--- config.mk ---
export PLATFORM = sky130hd
export DESIGN_NAME = rv32im_instruction_execute
export DESIGN_NICKNAME = d
export VERILOG_FILES = /design/src/sv/rv32_pkg.sv /design/src/sv/rv32im_instruction_execute.sv /design/src/sv/rv32_ram.sv /design/src/sv/rv32_muldiv.sv
export SDC_FILE = /design/constraint.sdc
export NUM_CORES = 2
export LEC_CHECK = 0
export ABC_AREA = 1
export BUFFER_PORTS_ARGS = -buffer_cell sky130_fd_sc_hd__buf_4
export CAP_MARGIN = 20
export CORE_UTILIZATION = 30
export CTS_CLUSTER_DIAMETER = 60
export DETAILED_ROUTE_END_ITERATION = 10
export MAX_ROUTING_LAYER = met4
export PLACE_DENSITY_LB_ADDON = 0.3
export SLEW_MARGIN = 20
export SYNTH_ARGS = -nofsm -noshare
export SYNTH_HDL_FRONTEND = slang
export SYNTH_SLANG_ARGS = --single-unit
export TNS_END_PERCENT = 5
--- constraint.sdc ---
create_clock -name clk -period 29 [get_ports clk]
set_clock_uncertainty 0.2 [all_clocks]
set_input_delay 2.9 -clock clk [delete_from_list [all_inputs] [get_ports clk]]
set_output_delay 2.9 -clock clk [all_outputs]
set_load 0.01 [all_outputs]
--- src/sv/rv32_pkg.sv ---
// ----------------------------------------------------------------------------
// rv32_pkg
// Shared types and constants for the RV32IM execute block.
// ----------------------------------------------------------------------------
package rv32_pkg;

	localparam int unsigned REG_COUNT = 32;
	localparam int unsigned REG_AW = $clog2(REG_COUNT);

	localparam logic [6:0] OPC_SYSTEM = 7'h73;
	localparam logic [6:0] OPC_LUI    = 7'h37;
	localparam logic [6:0] OPC_AUIPC  = 7'h17;
	localparam logic [6:0] OPC_JAL    = 7'h6F;
	localparam logic [6:0] OPC_JALR   = 7'h67;
	localparam logic [6:0] OPC_BRANCH = 7'h63;
	localparam logic [6:0] OPC_LOAD   = 7'h03;
	localparam logic [6:0] OPC_STORE  = 7'h23;
	localparam logic [6:0] OPC_OPIMM  = 7'h13;
	localparam logic [6:0] OPC_OP     = 7'h33;
	localparam logic [6:0] F7_ALT     = 7'h20;
	localparam logic [6:0] F7_MULDIV  = 7'h01;

	localparam logic [1:0] REQ_NONE  = 2'd0;
	localparam logic [1:0] REQ_LOAD  = 2'd1;
	localparam logic [1:0] REQ_STORE = 2'd2;

	typedef struct packed {
		logic        operation;
		logic [31:0] instruction;
		logic [31:0] load_data;
	} in_item_t;

	typedef struct packed {
		logic [31:0] fetch_address;
		logic [1:0]  mem_request;
		logic [31:0] mem_address;
		logic [1:0]  mem_size;
		logic [31:0] store_data;
		logic        trap;
		logic [31:0] call_code;
		logic [31:0] call_argument;
	} out_item_t;

	// Request to the shared multiply/divide unit.
	typedef struct packed {
		logic        start;
		logic [2:0]  funct3;
		logic [31:0] a;
		logic [31:0] b;
	} md_req_t;

	typedef struct packed {
		logic        done;
		logic [31:0] result;
	} md_rsp_t;

endpackage

--- src/sv/rv32im_instruction_execute.sv ---
// ----------------------------------------------------------------------------
// rv32im_instruction_execute
// Multicycle RV32IM execute block with register file and program counter.
// ----------------------------------------------------------------------------
//  Channel   Signals                         Direction  Moves
//  input     in_valid / in_ready / in_item    in         instruction or load beat
//  output    out_valid / out_ready / out_item out        one result beat per input
//  config    cfg_we / cfg_wdata               in         start address write
//
// After an instruction beat is accepted, RD1 addresses rs1 (or a7 for a
// trap), RD2 addresses rs2 (or a0) while rs1 data arrives, and EXEC then
// registers rs2 while rdsel_q is low and, once rdsel_q is set, computes the
// result and writes the register file. The result beat is then offered in
// the OUT state. A load return beat passes through the LDWB state before its
// result beat is offered. MUL and DIV variants wait in the MD state for the
// shared iterative unit, which writes their result. The block is not ready
// again until the cycle after its result beat has been taken. Reset clears
// the pc, the pending load and the register file valid bits, so every register
// reads as zero until written.
module rv32im_instruction_execute (
	input  logic                  clk,
	input  logic                  arst_n,
	input  logic                  in_valid,
	output logic                  in_ready,
	input  rv32_pkg::in_item_t    in_item,
	output logic                  out_valid,
	input  logic                  out_ready,
	output rv32_pkg::out_item_t   out_item,
	input  logic                  cfg_we,
	input  logic [31:0]           cfg_wdata
);
	import rv32_pkg::*;

	typedef enum logic [6:0] {
		ST_IDLE = 7'b0000001,
		ST_RD1  = 7'b0000010,
		ST_RD2  = 7'b0000100,
		ST_EXEC = 7'b0001000,
		ST_MD   = 7'b0010000,
		ST_OUT  = 7'b0100000,
		ST_LDWB = 7'b1000000
	} state_t;

	state_t          state_q;
	in_item_t        item_q;
	logic [31:0]     pc_q;
	logic [7:0]      pend_q;
	logic            await_q;
	logic [REG_COUNT-1:0] vld_q;
	logic [31:0]     a_q;
	logic [31:0]     b_q;
	logic [31:0]     a7_q;
	logic [31:0]     a0_q;
	out_item_t       out_q;
	logic            rdsel_q;

	// Register file RAM signals.
	logic            rf_we;
	logic [REG_AW-1:0] rf_waddr;
	logic [31:0]     rf_wdata;
	logic [REG_AW-1:0] rf_raddr;
	logic [31:0]     rf_rdata;
	logic [4:0]      rd_idx;
	logic [4:0]      rs_idx;
	logic            rs_ok;
	logic [31:0]     rs_val;
	logic [REG_AW-1:0] rf_raddr_q;
	logic              rs_ok_q;

	md_req_t         md_req;
	md_rsp_t         md_rsp;

	// Decoded fields.
	logic [31:0] ins;
	logic [6:0]  opc;
	logic [2:0]  f3;
	logic [6:0]  f7;
	logic [4:0]  rd;
	logic [31:0] immi;
	logic [31:0] imms;
	logic [31:0] immb;
	logic [31:0] immj;
	logic [31:0] alu_b;
	logic        alt;
	logic [31:0] alu_y;
	logic        take;
	logic        wr_en;
	logic [31:0] wr_val;
	out_item_t   res;
	logic [31:0] ld_val;

	assign ins  = item_q.instruction;
	assign opc  = ins[6:0];
	assign rd   = ins[11:7];
	assign f3   = ins[14:12];
	assign f7   = ins[31:25];
	assign immi = {{20{ins[31]}}, ins[31:20]};
	assign imms = {{20{ins[31]}}, ins[31:25], ins[11:7]};
	assign immb = {{20{ins[31]}}, ins[7], ins[30:25], ins[11:8], 1'b0};
	assign immj = {{12{ins[31]}}, ins[19:12], ins[20], ins[30:21], 1'b0};

	// The read port walks rs1 then rs2. For a trap, a7 and a0 take those two
	// read slots instead.
	always_comb begin
		rs_idx = 5'd0;
		unique case (state_q)
			ST_RD1:  rs_idx = ins[19:15];
			ST_RD2:  rs_idx = ins[24:20];
			default: rs_idx = ins[19:15];
		endcase
		if (opc == OPC_SYSTEM) begin
			rs_idx = (state_q == ST_RD1) ? 5'd17 : 5'd10;
		end
	end

	// Indexes beyond the implemented file read as zero.
	assign rs_ok    = (32'(rs_idx) < REG_COUNT) && (rs_idx != 5'd0);
	assign rf_raddr = rs_idx[REG_AW-1:0];
	assign rs_val   = (vld_q[rf_raddr_q] && rs_ok_q) ? rf_rdata : 32'd0;

	always_ff @(posedge clk) begin
		rf_raddr_q <= rf_raddr;
		rs_ok_q    <= rs_ok;
	end

	always_comb begin
		alt = 1'b0;
		alu_b = b_q;
		if (opc == OPC_OPIMM) begin
			alu_b = immi;
			alt = (f3 == 3'd5) && ins[30];
		end else begin
			alt = (f7 == F7_ALT) && (f3 == 3'd0 || f3 == 3'd5);
		end
		unique case (f3)
			3'd0: alu_y = alt ? (a_q - alu_b) : (a_q + alu_b);
			3'd1: alu_y = a_q << alu_b[4:0];
			3'd2: alu_y = {31'd0, $signed(a_q) < $signed(alu_b)};
			3'd3: alu_y = {31'd0, a_q < alu_b};
			3'd4: alu_y = a_q ^ alu_b;
			3'd5: alu_y = alt ? 32'($signed(a_q) >>> alu_b[4:0]) : (a_q >> alu_b[4:0]);
			3'd6: alu_y = a_q | alu_b;
			default: alu_y = a_q & alu_b;
		endcase
		unique case (f3)
			3'd0: take = (a_q == b_q);
			3'd1: take = (a_q != b_q);
			3'd4: take = $signed(a_q) < $signed(b_q);
			3'd5: take = !($signed(a_q) < $signed(b_q));
			3'd6: take = a_q < b_q;
			3'd7: take = a_q >= b_q;
			default: take = 1'b0;
		endcase
	end

	// Execute stage result and register writeback.
	always_comb begin
		res = '0;
		res.fetch_address = pc_q + 32'd4;
		wr_en = 1'b0;
		wr_val = alu_y;
		unique case (opc)
			OPC_SYSTEM: begin
				res.trap = 1'b1;
				res.call_code = a7_q;
				res.call_argument = a0_q;
			end
			OPC_LUI: begin
				wr_en = 1'b1;
				wr_val = {ins[31:12], 12'd0};
			end
			OPC_AUIPC: begin
				wr_en = 1'b1;
				wr_val = {ins[31:12], 12'd0} + pc_q;
			end
			OPC_JAL: begin
				wr_en = 1'b1;
				wr_val = pc_q + 32'd4;
				res.fetch_address = pc_q + immj;
			end
			OPC_JALR: begin
				wr_en = 1'b1;
				wr_val = pc_q + 32'd4;
				res.fetch_address = (a_q + immi) & ~32'd1;
			end
			OPC_BRANCH: begin
				if (take) begin
					res.fetch_address = pc_q + immb;
				end
			end
			OPC_LOAD: begin
				if (f3 == 3'd0 || f3 == 3'd1 || f3 == 3'd2 || f3 == 3'd4 || f3 == 3'd5) begin
					res.mem_request = REQ_LOAD;
					res.mem_address = a_q + immi;
					res.mem_size = {1'b0, f3[1:0]} == 3'd3 ? 2'd0 : f3[1:0];
				end
			end
			OPC_STORE: begin
				if (f3 <= 3'd2) begin
					res.mem_request = REQ_STORE;
					res.mem_address = a_q + imms;
					res.mem_size = f3[1:0];
					res.store_data = b_q;
				end
			end
			OPC_OPIMM: wr_en = 1'b1;
			OPC_OP: wr_en = (f7 != F7_MULDIV);
			default: ;
		endcase
	end

	always_comb begin
		unique case (pend_q[7:5])
			3'd0: ld_val = {{24{item_q.load_data[7]}}, item_q.load_data[7:0]};
			3'd1: ld_val = {{16{item_q.load_data[15]}}, item_q.load_data[15:0]};
			3'd4: ld_val = {24'd0, item_q.load_data[7:0]};
			3'd5: ld_val = {16'd0, item_q.load_data[15:0]};
			default: ld_val = item_q.load_data;
		endcase
	end

	// Register file write selection. Execute writes only once rdsel_q is set,
	// when both operands are in place.
	always_comb begin
		rf_we = 1'b0;
		rd_idx = rd;
		rf_wdata = wr_val;
		unique case (state_q)
			ST_EXEC: rf_we = wr_en && rdsel_q;
			ST_MD: begin
				rf_we = md_rsp.done;
				rf_wdata = md_rsp.result;
			end
			ST_LDWB: begin
				rf_we = await_q;
				rd_idx = pend_q[4:0];
				rf_wdata = ld_val;
			end
			default: ;
		endcase
		if (rd_idx == 5'd0 || 32'(rd_idx) >= REG_COUNT) begin
			rf_we = 1'b0;
		end
	end
	assign rf_waddr = rd_idx[REG_AW-1:0];

	assign md_req.start  = (state_q == ST_EXEC) && rdsel_q && (opc == OPC_OP) &&
		(f7 == F7_MULDIV);
	assign md_req.funct3 = f3;
	assign md_req.a      = a_q;
	assign md_req.b      = b_q;

	rv32_ram #(.WIDTH(32), .DEPTH(REG_COUNT)) u_rf (
		.clk   (clk),
		.we    (rf_we),
		.waddr (rf_waddr),
		.wdata (rf_wdata),
		.raddr (rf_raddr),
		.rdata (rf_rdata)
	);

	rv32_muldiv u_md (
		.clk    (clk),
		.arst_n (arst_n),
		.req    (md_req),
		.rsp    (md_rsp)
	);

	assign in_ready  = (state_q == ST_IDLE);
	assign out_valid = (state_q == ST_OUT);
	assign out_item  = out_q;

	always_ff @(posedge clk or negedge arst_n) begin
		if (!arst_n) begin
			state_q <= ST_IDLE;
			pc_q    <= 32'd0;
			pend_q  <= '0;
			await_q <= 1'b0;
			vld_q   <= '0;
			rdsel_q <= 1'b0;
		end else begin
			if (rf_we) begin
				vld_q[rf_waddr] <= 1'b1;
			end
			unique case (state_q)
				ST_IDLE: begin
					if (cfg_we) begin
						pc_q <= cfg_wdata;
					end
					if (in_valid) begin
						item_q  <= in_item;
						state_q <= in_item.operation ? ST_LDWB : ST_RD1;
					end
				end
				ST_RD1: state_q <= ST_RD2;
				ST_RD2: begin
					// rs1 (or a7) data is now on the RAM output.
					a_q  <= rs_val;
					a7_q <= rs_val;
					state_q <= ST_EXEC;
				end
				ST_EXEC: begin
					b_q  <= rs_val;
					a0_q <= rs_val;
					rdsel_q <= ~rdsel_q;
					if (!rdsel_q) begin
						// Stay in EXEC so b_q is in place for execute.
						state_q <= ST_EXEC;
					end else begin
						await_q <= 1'b0;
						if (res.mem_request == REQ_LOAD) begin
							await_q <= 1'b1;
							pend_q  <= {f3, rd};
						end
						out_q <= res;
						pc_q  <= res.fetch_address;
						state_q <= md_req.start ? ST_MD : ST_OUT;
					end
				end
				ST_MD: begin
					if (md_rsp.done) begin
						state_q <= ST_OUT;
					end
				end
				ST_LDWB: begin
					await_q <= 1'b0;
					out_q <= '0;
					out_q.fetch_address <= pc_q;
					state_q <= ST_OUT;
				end
				ST_OUT: begin
					if (out_ready) begin
						state_q <= ST_IDLE;
					end
				end
				default: state_q <= ST_IDLE;
			endcase
		end
	end
endmodule

--- src/sv/rv32_ram.sv ---
// ----------------------------------------------------------------------------
// rv32_ram
// Generic single-write, single-read RAM with registered read data.
// ----------------------------------------------------------------------------
module rv32_ram #(
	parameter int unsigned WIDTH = 32,
	parameter int unsigned DEPTH = 32
) (
	input  logic                     clk,
	input  logic                     we,
	input  logic [$clog2(DEPTH)-1:0] waddr,
	input  logic [WIDTH-1:0]         wdata,
	input  logic [$clog2(DEPTH)-1:0] raddr,
	output logic [WIDTH-1:0]         rdata
);
	logic [WIDTH-1:0] mem_q [DEPTH];

	always_ff @(posedge clk) begin
		if (we) begin
			mem_q[waddr] <= wdata;
		end
		rdata <= mem_q[raddr];
	end
endmodule

--- src/sv/rv32_muldiv.sv ---
// ----------------------------------------------------------------------------
// rv32_muldiv
// Iterative shift-add multiplier and restoring divider, one bit per cycle.
// ----------------------------------------------------------------------------
module rv32_muldiv (
	input  logic              clk,
	input  logic              arst_n,
	input  rv32_pkg::md_req_t req,
	output rv32_pkg::md_rsp_t rsp
);
	import rv32_pkg::*;

	logic        busy_q;
	logic [5:0]  cnt_q;
	logic [2:0]  f3_q;
	logic [63:0] acc_q;
	logic [63:0] mcand_q;
	logic [31:0] mplier_q;
	logic [31:0] rem_q;
	logic [31:0] quo_q;
	logic [31:0] dvs_q;
	logic        negq_q;
	logic        negr_q;
	logic        bneg_q;
	logic [31:0] a_q;
	logic        bzero_q;
	logic        done_q;
	logic [31:0] res_q;

	logic        a_neg;
	logic        b_neg;
	logic [31:0] ma;
	logic [31:0] mb;
	logic [63:0] ea;
	logic [33:0] trial;
	logic [32:0] rem_sh;
	logic        is_div;

	always_comb begin
		is_div = req.funct3[2];
		a_neg = req.a[31] && (req.funct3 == 3'd1 || req.funct3 == 3'd2 ||
			req.funct3 == 3'd4 || req.funct3 == 3'd6);
		b_neg = req.b[31] && (req.funct3 == 3'd1 || req.funct3 == 3'd4 ||
			req.funct3 == 3'd6);
		ma = a_neg ? (32'd0 - req.a) : req.a;
		mb = b_neg ? (32'd0 - req.b) : req.b;
		ea = {{32{a_neg}}, req.a};
		rem_sh = {rem_q, quo_q[31]};
		trial = {1'b0, rem_sh} - {2'b00, dvs_q};
	end

	always_ff @(posedge clk or negedge arst_n) begin
		if (!arst_n) begin
			busy_q <= 1'b0;
			done_q <= 1'b0;
			cnt_q  <= '0;
		end else begin
			done_q <= 1'b0;
			if (req.start) begin
				busy_q  <= 1'b1;
				cnt_q   <= '0;
				f3_q    <= req.funct3;
				a_q     <= req.a;
				bzero_q <= (req.b == 32'd0);
				acc_q   <= '0;
				// Sign-extended 64-bit multiply keeps the low 64 bits exact.
				mcand_q <= is_div ? 64'd0 : ea;
				mplier_q <= is_div ? 32'd0 : req.b;
				rem_q   <= '0;
				quo_q   <= ma;
				dvs_q   <= mb;
				negq_q  <= a_neg ^ b_neg;
				negr_q  <= a_neg;
				bneg_q  <= b_neg;
			end else if (busy_q) begin
				if (!f3_q[2]) begin
					// Multiply: sign of b adds a subtract of a<<32 at the end.
					if (cnt_q[5]) begin
						busy_q <= 1'b0;
						done_q <= 1'b1;
						if (f3_q == 3'd1 && bneg_q) begin
							res_q <= acc_q[63:32] - a_q;
						end else begin
							res_q <= (f3_q == 3'd0) ? acc_q[31:0] : acc_q[63:32];
						end
					end else begin
						if (mplier_q[0]) begin
							acc_q <= acc_q + mcand_q;
						end
						mcand_q  <= {mcand_q[62:0], 1'b0};
						mplier_q <= {1'b0, mplier_q[31:1]};
						cnt_q <= cnt_q + 6'd1;
					end
				end else begin
					if (cnt_q[5]) begin
						busy_q <= 1'b0;
						done_q <= 1'b1;
						if (bzero_q) begin
							res_q <= f3_q[1] ? a_q : 32'hFFFF_FFFF;
						end else if (f3_q[1]) begin
							res_q <= (negr_q && f3_q == 3'd6) ? (32'd0 - rem_q) : rem_q;
						end else begin
							res_q <= (negq_q && f3_q == 3'd4) ? (32'd0 - quo_q) : quo_q;
						end
					end else begin
						if (!trial[33]) begin
							rem_q <= trial[31:0];
							quo_q <= {quo_q[30:0], 1'b1};
						end else begin
							rem_q <= rem_sh[31:0];
							quo_q <= {quo_q[30:0], 1'b0};
						end
						cnt_q <= cnt_q + 6'd1;
					end
				end
			end
		end
	end

	assign rsp.done   = done_q;
	assign rsp.result = res_q;
endmodule
==> flow_metrics.tcl <==
set metrics [dict create \
    clkSlewWorstSetupHoldPaths_ns 0.06 \
    post-cts-setup-buffer-count 0 \
    routabilityCongestion 1.06 \
    drc_errors 0 \
    grt_pass1_wl_mm 606 \
    number_of_cells_on_the_worst_reg_to_reg_path 20 \
    synth_cells 11439 \
    r2r_end "u_rf.rdata[18]" \
    synth_cell_type_count 71 \
    antenna_found_initial 23 \
    maximum_number_of_pins_on_one_net_before_global_route_repair 174 \
    multiInputGateArea_um2 42500 \
    slew_viol_final 1 \
    tns_ns 0 \
    cts_tree "done" \
    detail_route.vias_per_cell 5.35 \
    clock.fmax_mhz 159 \
    crit_end "u_rf.rdata[18]" \
    layout-drive-gt1-share_pct 8.75 \
    die-area_um2 338000 \
    ys.warnings.count 0 \
    finalSetupViolCount 0 \
    synthesis.area_um2 101000 \
    violated_checks "capacitance limit, slew limit" \
    clock_buffers_created_by_tritoncts 215 \
    crit_type "reg2reg" \
    areaGrowthSynthToFinish_pct 14.3 \
    start_util_pct 30.2 \
    hold_viol 0 \
    fin_crit_sh_pct 21.6 \
    cts.sinks 1771 \
    via_count 86908 \
    drtPass1Iterations 8 \
    finalWirelength_mm 434 \
    fillCellCount 34447 \
    coreArea_um2 333000 \
    regToRegSetupSlack_ns 22.73 \
    period_minus_slack_ns 6.27 \
    hpwl_mm 304 \
    share_of_async_settable_or_async_resettable_flops_after_synthesis_pct 5.03 \
    synth_edf_count 1644 \
    ctsResizeCount 0 \
    vdd.ir_drop.worst_mv 0.0536 \
    grt_pass1_vias 81221 \
    highest_net_fanout_along_the_worst_path 134 \
    critPathArrivalTime_ns 6.91 \
    first_drt_iteration_drcs 10606 \
    post_drt_wl_per_cell_um 26.7 \
    post_synthesis_area_per_instance_um2 8.79 \
    worst_hold_path_type "reg2reg" \
    seq_area_um2 52400 \
    pwr_density_cell_nw_per_um2 70.9 \
    clock_path_buffers 4 \
    die_h_um 581 \
    worstSetupEndpointType "flop" \
    cts_max_level 4 \
    die_w_um 581 \
    clk_latency_ns 0.98 \
    core.rowCount 212 \
    io_pins 269 \
    postSynth.topFlopCell "edfxtp_1" \
    synth-seq-cells 1771 \
    seq_area_frac_synth_pct 52.1 \
    drv_cap 1 \
    report.power.total_mw 8.15 \
    crit_path_required_time_ns 29.64 \
    power.leakage_nw 44.9 \
    finalHoldWorstSlack_ns 0.187 \
    actual_slew_at_the_worst_max_slew_pin_ns 1.49 \
    status "finished with violations" \
    rsz0062_at_grt "no" \
    worst_setup_sp_type "flop" \
    final_antenna_net_count 0 \
    crit_path_start "state_q[5]" \
    io_buffers 268 \
    ctsRootBufferMaster "clkbuf_16" \
    worstReg2RegStart "state_q[5]" \
    max-slew-margin-rel_pct -0.352 \
    global_route.usage.total_pct 25.6 \
    grt_remaining_overflow 0 \
    finish.net_count 12102 \
    postCtsHoldBufs 0 \
]
-- layer usage --
layer / up-vias / wire length [µm] / global-route usage [%]
li1: 39967 / - / -
met1: 42386 / 180000 / 32.8
met2: 3747 / 195000 / 39.1
met3: 808 / 34000 / 4.08
met4: 0 / 24800 / 12.7
met5: - / 0 / -
-- through the flow --
stage | util (%) | instance area, µm² | worst slack, ns | cells
after floorplan | - | 101000 | 17.11 | 11470
after global routing | 34.5 | 115000 | 22.24 | 16221
final | 34.5 | 115000 | 22.73 | 16230
after CTS | 34.4 | 115000 | 22.79 | 16207
after global placement | 32.4 | 108000 | 22.62 | 15810
after detailed placement | 32.4 | 108000 | 22.91 | 15814
-- worst min path at each step --
stage          cells after the start        to  slack (ns)  startpoint
4_1_cts                            0  vld_q[0]        0.19    vld_q[0]
5_1_grt                            0  vld_q[0]        0.20    vld_q[0]
6_report                           0  vld_q[0]        0.19    vld_q[0]
3_5_place_dp                       0  vld_q[0]        0.18    vld_q[0]
2_1_floorplan                      2  vld_q[2]        0.22    vld_q[2]
3_3_place_gp                       0  vld_q[0]        0.18    vld_q[0]
-- cells by family after synthesis --
family                     synth area share (%)
AOI/OAI and AO/OA                          15.3
xor gates and xnor gates                   2.19
adders and majority gates                  4.47
buffers and inverters                      6.27
DFF                                        52.1
muxes                                    0.0697
other                                   0.00373
and+or+nand+nor                            19.6
-- flip-flops by register name, summed over array words and instances (netlist names), 6 cells and up --
name / count
pend_q: 8
pc_q: 32
u_rf.rdata: 32
state_q: 7
u_md.res_q: 32
ins: 32
u_md.mplier_q: 32
u_md.rem_q: 32
u_md.mcand_q: 64
u_md.cnt_q: 6
a0_q: 32
a7_q: 32
vld_q: 32
u_md.dvs_q: 32
u_md.a_q: 32
u_rf.mem_q: 1024
out_item: 165
u_md.acc_q: 64
item_q: 32
u_md.quo_q: 32
-- cells in the mapped netlist, types with 120 or more instances --
master    count  share of area, %
o21ai_0    1112               5.5
a21oi_1     674               3.4
nand2_1    2154               8.0
o211ai_1    405               3.0
clkbuf_1    335               1.3
nand3_1     552               2.7
xor2_1      193               1.7
nor3_1      120              0.60
nor2_1     1611               6.0
inv_1      1052               3.9
ha_1        345               4.3
edfxtp_1   1644                49
-- where the power goes --
| part | internal [mW] | switching, mW |
|---|---|---|
| Sequential | 3.11 | 0.154 |
| Combinational | 0.589 | 1.64 |
| Clock | 1.53 | 1.12 |
-- critical path: stages (launching register included) --
cell and delay (ns):
dfrtp_1 0.39, nor2_1 0.14, inv_2 0.05, nor2_2 0.12, nand4_1 0.56, nand2_1 0.21, o21ai_1 0.09, nand2_1 0.12
o21ai_4 0.23, inv_8 0.61, buf_4 0.84, buf_4 0.82, buf_4 0.67, o21ai_0 0.15, inv_1 0.08, o21ai_0 0.09
o311ai_1 0.12, o211ai_1 0.13, nand2_1 0.10, nand2_1 0.05, nand2_1 0.08
-- cell type report --
cell class                      instances  area share (%)
Clock buffer                          277            5.09
Sequential cell                      1771            45.5
Antenna cell                           21          0.0457
Clock inverter                        116           0.886
Timing Repair Buffer                  465            3.13
Multi-Input combinational cell       8098            36.9
Tap cell                             4387            4.78
Inverter                             1095            3.60
-- layout by cell type (no fill, tap or decap), types with 45 or more instances in the layout --
cell	Yosys	layout
xnor2_1	58	58
a21oi_1	674	671
inv_1	1052	1044
nand2_1	2154	2143
o21ai_0	1112	1110
nand4_1	81	81
nor2_1	1611	1573
buf_4	26	455
o21ai_1	111	109
clkbuf_16	0	218
xor2_1	193	193
edfxtp_1	1644	1644
o211ai_1	405	405
o22ai_1	48	48
nor3_1	120	118
dfrtp_1	88	88
ha_1	345	345
nand3_1	552	548
a31oi_1	55	55
or2_2	104	104
clkinv_1	15	45
No activity file was read; power rests on OpenSTA's default activity.
